### src/sv/deq_pkg.sv
`default_nettype none
package deq_pkg;

    localparam int DEFAULT_CAPACITY = 32;
    localparam int DATA_W           = 32;
    localparam int CMD_W            = 3;
    localparam int STATUS_W         = 2;

    typedef enum logic [CMD_W-1:0] {
        CMD_PUSH_FRONT = 3'd0,
        CMD_PUSH_BACK  = 3'd1,
        CMD_POP_FRONT  = 3'd2,
        CMD_POP_BACK   = 3'd3,
        CMD_SHOW       = 3'd4
    } t_cmd;

    typedef enum logic [STATUS_W-1:0] {
        ST_OK    = 2'd0,
        ST_EMPTY = 2'd1,
        ST_FULL  = 2'd2
    } t_status;

    typedef enum logic [0:0] {
        S_IDLE = 1'b0,
        S_RESP = 1'b1
    } t_state;

    // controller to datapath
    typedef struct packed {
        logic start;    // input word taken this cycle
        logic advance;  // show word taken, fetch the next one
    } t_dp_ctrl;

    // datapath to controller
    typedef struct packed {
        logic known;    // incoming command produces a result
        logic last;     // word on the output is the final one of its command
    } t_dp_stat;

endpackage
`default_nettype wire

### src/sv/deq_ram.sv
`default_nettype none
module deq_ram #(
    parameter int WIDTH = 32,
    parameter int DEPTH = 32
) (
    input  wire logic                     i_clk,
    input  wire logic                     i_we,
    input  wire logic [$clog2(DEPTH)-1:0] i_waddr,
    input  wire logic [WIDTH-1:0]         i_wdata,
    input  wire logic                     i_re,
    input  wire logic [$clog2(DEPTH)-1:0] i_raddr,
    output logic      [WIDTH-1:0]         o_rdata
);

    logic [WIDTH-1:0] r_mem [DEPTH];

    always_ff @(posedge i_clk) begin
        if (i_we) begin
            r_mem[i_waddr] <= i_wdata;
        end
        if (i_re) begin
            o_rdata <= r_mem[i_raddr];
        end
    end

endmodule
`default_nettype wire

### src/sv/deq_ctrl.sv
`default_nettype none
module deq_ctrl
    import deq_pkg::*;
(
    input  wire logic     i_clk,
    input  wire logic     i_rst_n,
    input  wire logic     i_valid,
    output logic          o_ready,
    output logic          o_valid,
    input  wire logic     i_ready,
    input  wire t_dp_stat i_stat,
    output t_dp_ctrl      o_ctrl
);

    t_state r_state;
    t_state n_state;

    always_ff @(posedge i_clk) begin
        if (!i_rst_n) begin
            r_state <= S_IDLE;
        end else begin
            r_state <= n_state;
        end
    end

    always_comb begin
        n_state = r_state;
        case (r_state)
            S_IDLE: begin
                if (i_valid && i_stat.known) begin
                    n_state = S_RESP;
                end
            end
            S_RESP: begin
                if (i_ready && i_stat.last) begin
                    n_state = S_IDLE;
                end
            end
            default: n_state = S_IDLE;
        endcase
    end

    always_comb begin
        o_ready        = 1'b0;
        o_valid        = 1'b0;
        o_ctrl.start   = 1'b0;
        o_ctrl.advance = 1'b0;
        case (r_state)
            S_IDLE: begin
                o_ready      = 1'b1;
                o_ctrl.start = i_valid;
            end
            S_RESP: begin
                o_valid        = 1'b1;
                o_ctrl.advance = i_ready && !i_stat.last;
            end
            default: begin
                o_ready = 1'b0;
            end
        endcase
    end

endmodule
`default_nettype wire

### src/sv/deq_dp.sv
`default_nettype none
module deq_dp
    import deq_pkg::*;
#(
    parameter int CAPACITY = DEFAULT_CAPACITY
) (
    input  wire logic                i_clk,
    input  wire logic                i_rst_n,
    input  wire logic [CMD_W-1:0]    i_command,
    input  wire logic [DATA_W-1:0]   i_value,
    input  wire t_dp_ctrl            i_ctrl,
    output t_dp_stat                 o_stat,
    output logic      [DATA_W-1:0]   o_data,
    output logic      [STATUS_W-1:0] o_status
);

    localparam int PTR_W = $clog2(CAPACITY);
    localparam int CNT_W = $clog2(CAPACITY + 1);
    localparam int SUM_W = CNT_W + 1;
    localparam logic [SUM_W-1:0] CAP_S   = SUM_W'(CAPACITY);
    localparam logic [CNT_W-1:0] CAP_C   = CNT_W'(CAPACITY);
    localparam logic [PTR_W-1:0] TOP_PTR = PTR_W'(CAPACITY - 1);

    // sum is below twice the capacity, so one subtract folds it back
    function automatic logic [PTR_W-1:0] wrap(input logic [SUM_W-1:0] s);
        logic [SUM_W-1:0] d;
        d = (s >= CAP_S) ? s - CAP_S : s;
        return d[PTR_W-1:0];
    endfunction

    logic [PTR_W-1:0] r_front;
    logic [PTR_W-1:0] n_front;
    logic [CNT_W-1:0] r_count;
    logic [CNT_W-1:0] n_count;
    logic [CNT_W-1:0] r_idx;
    logic [CNT_W-1:0] n_idx;
    t_status          r_status;
    t_status          n_status;
    logic             r_last;
    logic             n_last;
    logic             r_use_rd;
    logic             n_use_rd;

    logic              we;
    logic [PTR_W-1:0]  waddr;
    logic              re;
    logic [PTR_W-1:0]  raddr;
    logic [DATA_W-1:0] rdata;
    logic              full;
    logic              empty;
    t_cmd              cmd;

    assign full  = (r_count == CAP_C);
    assign empty = (r_count == '0);
    assign cmd   = t_cmd'(i_command);

    always_comb begin
        o_stat.last = r_last;
        case (cmd)
            CMD_PUSH_FRONT, CMD_PUSH_BACK, CMD_POP_FRONT, CMD_POP_BACK, CMD_SHOW:
                o_stat.known = 1'b1;
            default:
                o_stat.known = 1'b0;
        endcase
    end

    always_comb begin
        n_front  = r_front;
        n_count  = r_count;
        n_idx    = r_idx;
        n_status = r_status;
        n_last   = r_last;
        n_use_rd = r_use_rd;
        we       = 1'b0;
        waddr    = r_front;
        re       = 1'b0;
        raddr    = r_front;
        if (i_ctrl.start) begin
            n_status = ST_OK;
            n_last   = 1'b1;
            n_use_rd = 1'b0;
            case (cmd)
                CMD_PUSH_FRONT, CMD_PUSH_BACK: begin
                    if (full) begin
                        n_status = ST_FULL;
                    end else begin
                        we      = 1'b1;
                        n_count = r_count + CNT_W'(1);
                        if (cmd == CMD_PUSH_FRONT) begin
                            n_front = (r_front == '0) ? TOP_PTR : r_front - PTR_W'(1);
                            waddr   = n_front;
                        end else begin
                            waddr = wrap(SUM_W'(r_front) + SUM_W'(r_count));
                        end
                    end
                end
                CMD_POP_FRONT, CMD_POP_BACK: begin
                    if (empty) begin
                        n_status = ST_EMPTY;
                    end else begin
                        re       = 1'b1;
                        n_use_rd = 1'b1;
                        n_count  = r_count - CNT_W'(1);
                        if (cmd == CMD_POP_FRONT) begin
                            raddr   = r_front;
                            n_front = wrap(SUM_W'(r_front) + SUM_W'(1));
                        end else begin
                            raddr = wrap(SUM_W'(r_front) + SUM_W'(r_count) - SUM_W'(1));
                        end
                    end
                end
                CMD_SHOW: begin
                    if (empty) begin
                        n_status = ST_EMPTY;
                    end else begin
                        re       = 1'b1;
                        n_use_rd = 1'b1;
                        raddr    = r_front;
                        n_idx    = CNT_W'(1);
                        n_last   = (r_count == CNT_W'(1));
                    end
                end
                default: begin
                    n_use_rd = 1'b0;
                end
            endcase
        end else if (i_ctrl.advance) begin
            // fetch the next word of a show
            re     = 1'b1;
            raddr  = wrap(SUM_W'(r_front) + SUM_W'(r_idx));
            n_idx  = r_idx + CNT_W'(1);
            n_last = (n_idx == r_count);
        end
    end

    always_ff @(posedge i_clk) begin
        if (!i_rst_n) begin
            r_front <= '0;
            r_count <= '0;
        end else begin
            r_front <= n_front;
            r_count <= n_count;
        end
    end

    always_ff @(posedge i_clk) begin
        r_idx    <= n_idx;
        r_status <= n_status;
        r_last   <= n_last;
        r_use_rd <= n_use_rd;
    end

    deq_ram #(
        .WIDTH(DATA_W),
        .DEPTH(CAPACITY)
    ) u_ram (
        .i_clk  (i_clk),
        .i_we   (we),
        .i_waddr(waddr),
        .i_wdata(i_value),
        .i_re   (re),
        .i_raddr(raddr),
        .o_rdata(rdata)
    );

    assign o_data   = r_use_rd ? rdata : '0;
    assign o_status = r_status;

endmodule
`default_nettype wire

### src/sv/double_ended_queue.sv
// Response: the first result word appears in the cycle after the command word is taken.
// Flow: one command in flight; a push or pop returns one word, a show of n entries
// returns n words, one per cycle while i_ready is high, from the single RAM read port.
// Reset: synchronous active-low; clears the front pointer and the fill count, the
// RAM contents are left as they are.
`default_nettype none
module double_ended_queue
    import deq_pkg::*;
#(
    parameter int CAPACITY = DEFAULT_CAPACITY
) (
    input  wire logic                i_clk,
    input  wire logic                i_rst_n,
    input  wire logic                i_valid,
    output logic                     o_ready,
    input  wire logic [CMD_W-1:0]    i_command,
    input  wire logic [DATA_W-1:0]   i_value,
    output logic                     o_valid,
    input  wire logic                i_ready,
    output logic      [DATA_W-1:0]   o_data,
    output logic      [STATUS_W-1:0] o_status,
    output logic                     o_last
);

    t_dp_ctrl dp_ctrl;
    t_dp_stat dp_stat;

    deq_ctrl u_ctrl (
        .i_clk  (i_clk),
        .i_rst_n(i_rst_n),
        .i_valid(i_valid),
        .o_ready(o_ready),
        .o_valid(o_valid),
        .i_ready(i_ready),
        .i_stat (dp_stat),
        .o_ctrl (dp_ctrl)
    );

    deq_dp #(
        .CAPACITY(CAPACITY)
    ) u_dp (
        .i_clk    (i_clk),
        .i_rst_n  (i_rst_n),
        .i_command(i_command),
        .i_value  (i_value),
        .i_ctrl   (dp_ctrl),
        .o_stat   (dp_stat),
        .o_data   (o_data),
        .o_status (o_status)
    );

    assign o_last = dp_stat.last;

endmodule
`default_nettype wire
### config.mk
export PLATFORM = sky130hd
export DESIGN_NAME = double_ended_queue
export DESIGN_NICKNAME = d
export VERILOG_FILES = /design/src/sv/deq_pkg.sv /design/src/sv/deq_ram.sv /design/src/sv/deq_ctrl.sv /design/src/sv/deq_dp.sv /design/src/sv/double_ended_queue.sv
export SDC_FILE = /design/constraint.sdc
export NUM_CORES = 1
export LEC_CHECK = 0
export BUFFER_PORTS_ARGS = -buffer_cell sky130_fd_sc_hd__buf_2
export CAP_MARGIN = 25
export CORE_MARGIN = 2
export CORE_UTILIZATION = 55
export DETAILED_ROUTE_END_ITERATION = 16
export GPL_ROUTABILITY_DRIVEN = 0
export GPL_TIMING_DRIVEN = 0
export PLACE_DENSITY = 0.82
export SYNTH_ARGS = -nofsm -noshare
export SYNTH_HDL_FRONTEND = slang
export SYNTH_SLANG_ARGS = --single-unit
### constraint.sdc
create_clock -name i_clk -period 6.94 [get_ports i_clk]
set_clock_uncertainty 0.1 [all_clocks]
set_input_delay 1.388 -clock i_clk [delete_from_list [all_inputs] [get_ports i_clk]]
set_output_delay 1.388 -clock i_clk [all_outputs]
set_load 0.02 [all_outputs]
==> metrics.cfg <==
[status]
status = finished, final reports clean

[worst_setup_path]
crit_required_ns = 7.21
cp_slowest_stage_delay_ns = 0.62
crit_type = reg2reg
cp_common_cell = ha_1
worstSetupStartpointType = flip-flop
worstPathMaxFanout = 10
worstPathArrival_ns = 6.17
slowest_stage = buf_1
cp_cell_sequence = ha_1, fa_1, inv_1, ha_1, xor3_1, a2111oi_1, a211o_1, buf_2, buf_1, nand2_1, clkbuf_1, o22ai_1, o311ai_1, o21a_1
worst_setup_path_end_kind = flip-flop

[global_route]
antenna_found_initial = 2
grt_max_degree = 33
grt_pass1_vias = 25850
grt_pass1_wl_um = 166400
grt.total_usage_pct = 27.67
overflow = 0

[clock_network]
cts-resized-gates = 0
htreeDepth = 3
insertion_delay_ns = 0.69
clkSinkCount = 1078
cts.clk_slew.worst_paths_ns = 0.06
post_cts_buffers = 0
cts_hold_buf = 0
cts_tree = built
clock-root-buffer = clkbuf_16
numCtsBuffers = 103
clk_path_buf_depth = 3

[synth]
synth.avg_cell_area_sq_um = 17.29
syn_nets = 2572
synth-seq-area-share_pct = 74.16
synth-edff-count = 1066
synth_top_family_by_area = compound AO/OA/AOI/OAI gates
muxShareOfSynthArea_pct = 7.963
ys.flop_type = edfxtp_1
ys_ff_latch = 1078
ys_warn_count = 0
syn_area_sq_um = 43490
async_flop_share_pct = 0
netlist_top_cells_area = edfxtp_1 (74%), mux4_2 (3.3%), mux2i_1 (3.0%), a2111oi_0 (2.6%), a211oi_1 (2.2%)
yosys.area_share.adder_pct = 0.5236
synth_xor_area_share_pct = 0.6588
synth.most_common_cell = edfxtp_1
synthTopCellsByCount = edfxtp_1 (1066), a211oi_1 (130), mux2i_1 (130)
yosysUniqueCellTypes = 61
synth_compound_area_share_pct = 9.137
synth_top_area_share_pct = 73.60
yosys.area.top_type = edfxtp_1
yosys.area_share.simple_pct = 5.437
synthCells = 2516

[timing]
max_slew_margin_pct = 23.96
post-route-period-util_pct = 85.00
min_period_ns = 5.899
hold_viol_final = 0
tightest_slew_ns = 1.132
fmax_mhz = 169.5
setup_viol_count_final = 0
setup_tns_ns = 0
grt_setup_unrepaired = false
finalMaxSlewViolations = 0

[layout]
final_util_pct = 63.02
stdcell_area_sq_um = 49540
drive_gt1_share_pct = 18.06
syn_to_final_growth_pct = 13.91
n_fill_cell = 5139
layout.nets = 2782

[routing]
wl_per_cell_um = 29.56
totalWireLength_um = 114300
first_pass_iters = 8
drtAntennaViolNets = 0
drt-initial-drc-count = 4321
drc_errors = 0
via_per_inst = 6.802
num_vias = 26290

[floorplanning]
start_util_pct = 55.32
core_region_area_sq_um = 78610
die-area_sq_um = 81340
die_x_um = 285.2
num_io_pins = 76
rows = 103
fp.dieH_um = 285.2

[place]
place_area_sq_um = 46090
portBuffers = 73
dp_hpwl_um = 73930

[min_path]
hp-class = reg2reg

[run]
drv_cap = 0

[power_and_ir_drop]
powerDensity_nw_per_um2 = 294.9
vdd_drop_max_uv = 280.3
leakagePower_nw = 15.81

-- per-stage QoR --
stage / instances / total power, W / hold slack [ns] / setup slack, ns
3_5_place_dp: 3668 / 0.009046 / 0.5111 / 1.131
5_1_grt: 3863 / 0.01493 / 0.5875 / 0.9008
3_3_place_gp: 3639 / 0.008962 / 0.4999 / 0.005380
2_1_floorplan: 2516 / 0.008357 / 0.4782 / 1.821
4_1_cts: 3860 / 0.01455 / 0.5366 / 1.246
6_report: 3865 / 0.01461 / 0.5423 / 1.041
-- final cells by class --
cell class	instances	area (sq um)	area share [%]
clock buffers	117	2673	5.395
flip-flops and latches	1078	32250	65.10
plain buffers	186	870.8	1.758
inverters	14	52.55	0.1061
well taps	1050	1314	2.652
clock inverters	75	724.4	1.462
diodes	2	5.005	0.01010
repair buffers	105	1084	2.187
multi-input cells	1238	10570	21.33
-- path summary, 6_finish.rpt --
| kind | slack (ns) | to | cells past startpoint | startpoint |
|---|---|---|---|---|
| max reg2reg | 1.04 | u_dp.u_ram.o_rdata[11] | 14 | u_dp.r_count[0] |
| min reg2reg | 0.54 | u_dp.r_front[4] | 2 | u_dp.r_front[4] |
| max | 1.04 | u_dp.u_ram.o_rdata[11] | 14 | u_dp.r_count[0] |
| min | 0.54 | u_dp.r_front[4] | 2 | u_dp.r_front[4] |
-- cells in the final DEF (no fill, tap or decap), drive strengths merged, types with 12 or more instances in the layout --
cell	synthesis	final
a22oi	35	35
mux4	64	64
nand3	12	12
clkinv	0	57
or4	34	34
and3	34	34
o311ai	32	32
ha	15	15
buf	89	194
dfxtp	12	12
o22ai	33	33
o21a	31	31
xor2	18	18
a2111oi	130	130
xnor2	12	12
o311a	32	32
a211oi	131	131
edfxtp	1066	1066
nor2b	99	99
clkbuf	97	214
a21oi	15	15
and2	75	75
a31oi	35	35
nand2	33	33
mux2	64	64
inv	14	17
mux2i	130	130
nor2	111	111
-- registers in the layout (all words and copies together) (netlist names) --
signal	cells
u_dp.u_ram.o_rdata	32
u_dp.r_last	1
u_dp.r_use_rd	1
u_dp.u_ram.r_mem	1024
u_dp.o_status	2
u_dp.r_front	5
u_dp.r_idx	6
u_dp.r_count	6
u_ctrl.r_state	1
-- critical path, delay by kind of cell (launching register included) --
family | cells | cell delay [ns]
AO/OA/AOI/OAI | 5 | 1.62
buffers and inverters | 4 | 1.58
adder cells (fa/ha/maj) | 3 | 0.96
flip-flops | 1 | 0.59
XOR/XNOR | 1 | 0.42
AND/OR/NAND/NOR | 1 | 0.34
-- where the power goes --
group	switching, W	internal [W]
Sequential	0.0000214	0.00722
Combinational	0.00121	0.000554
Clock	0.00242	0.00319
Total	0.00365	0.0110
-- routing by layer --
metal | vias to the layer above | share of wire, % | track usage, %
li1 | 10710 | - | -
met1 | 13080 | 36 | 37.39
met2 | 2175 | 47 | 44.28
met3 | 334 | 12 | 5.512
met4 | 0 | 4.8 | 11.77
met5 | - | 0 | 0
-- cell families (layout without fill, tap and decap cells) --
| kind of cell | after synthesis | count (layout) |
|---|---|---|
| AO/OA/AOI/OAI | 505 | 505 |
| XOR/XNOR | 31 | 31 |
| adder cells (fa/ha/maj) | 17 | 17 |
| buffers and inverters | 200 | 497 |
| flip-flops | 1078 | 1078 |
| multiplexers | 258 | 258 |
| other | 0 | 2 |
| AND/OR/NAND/NOR | 427 | 427 |
No activity file was read; power rests on OpenSTA's default activity.
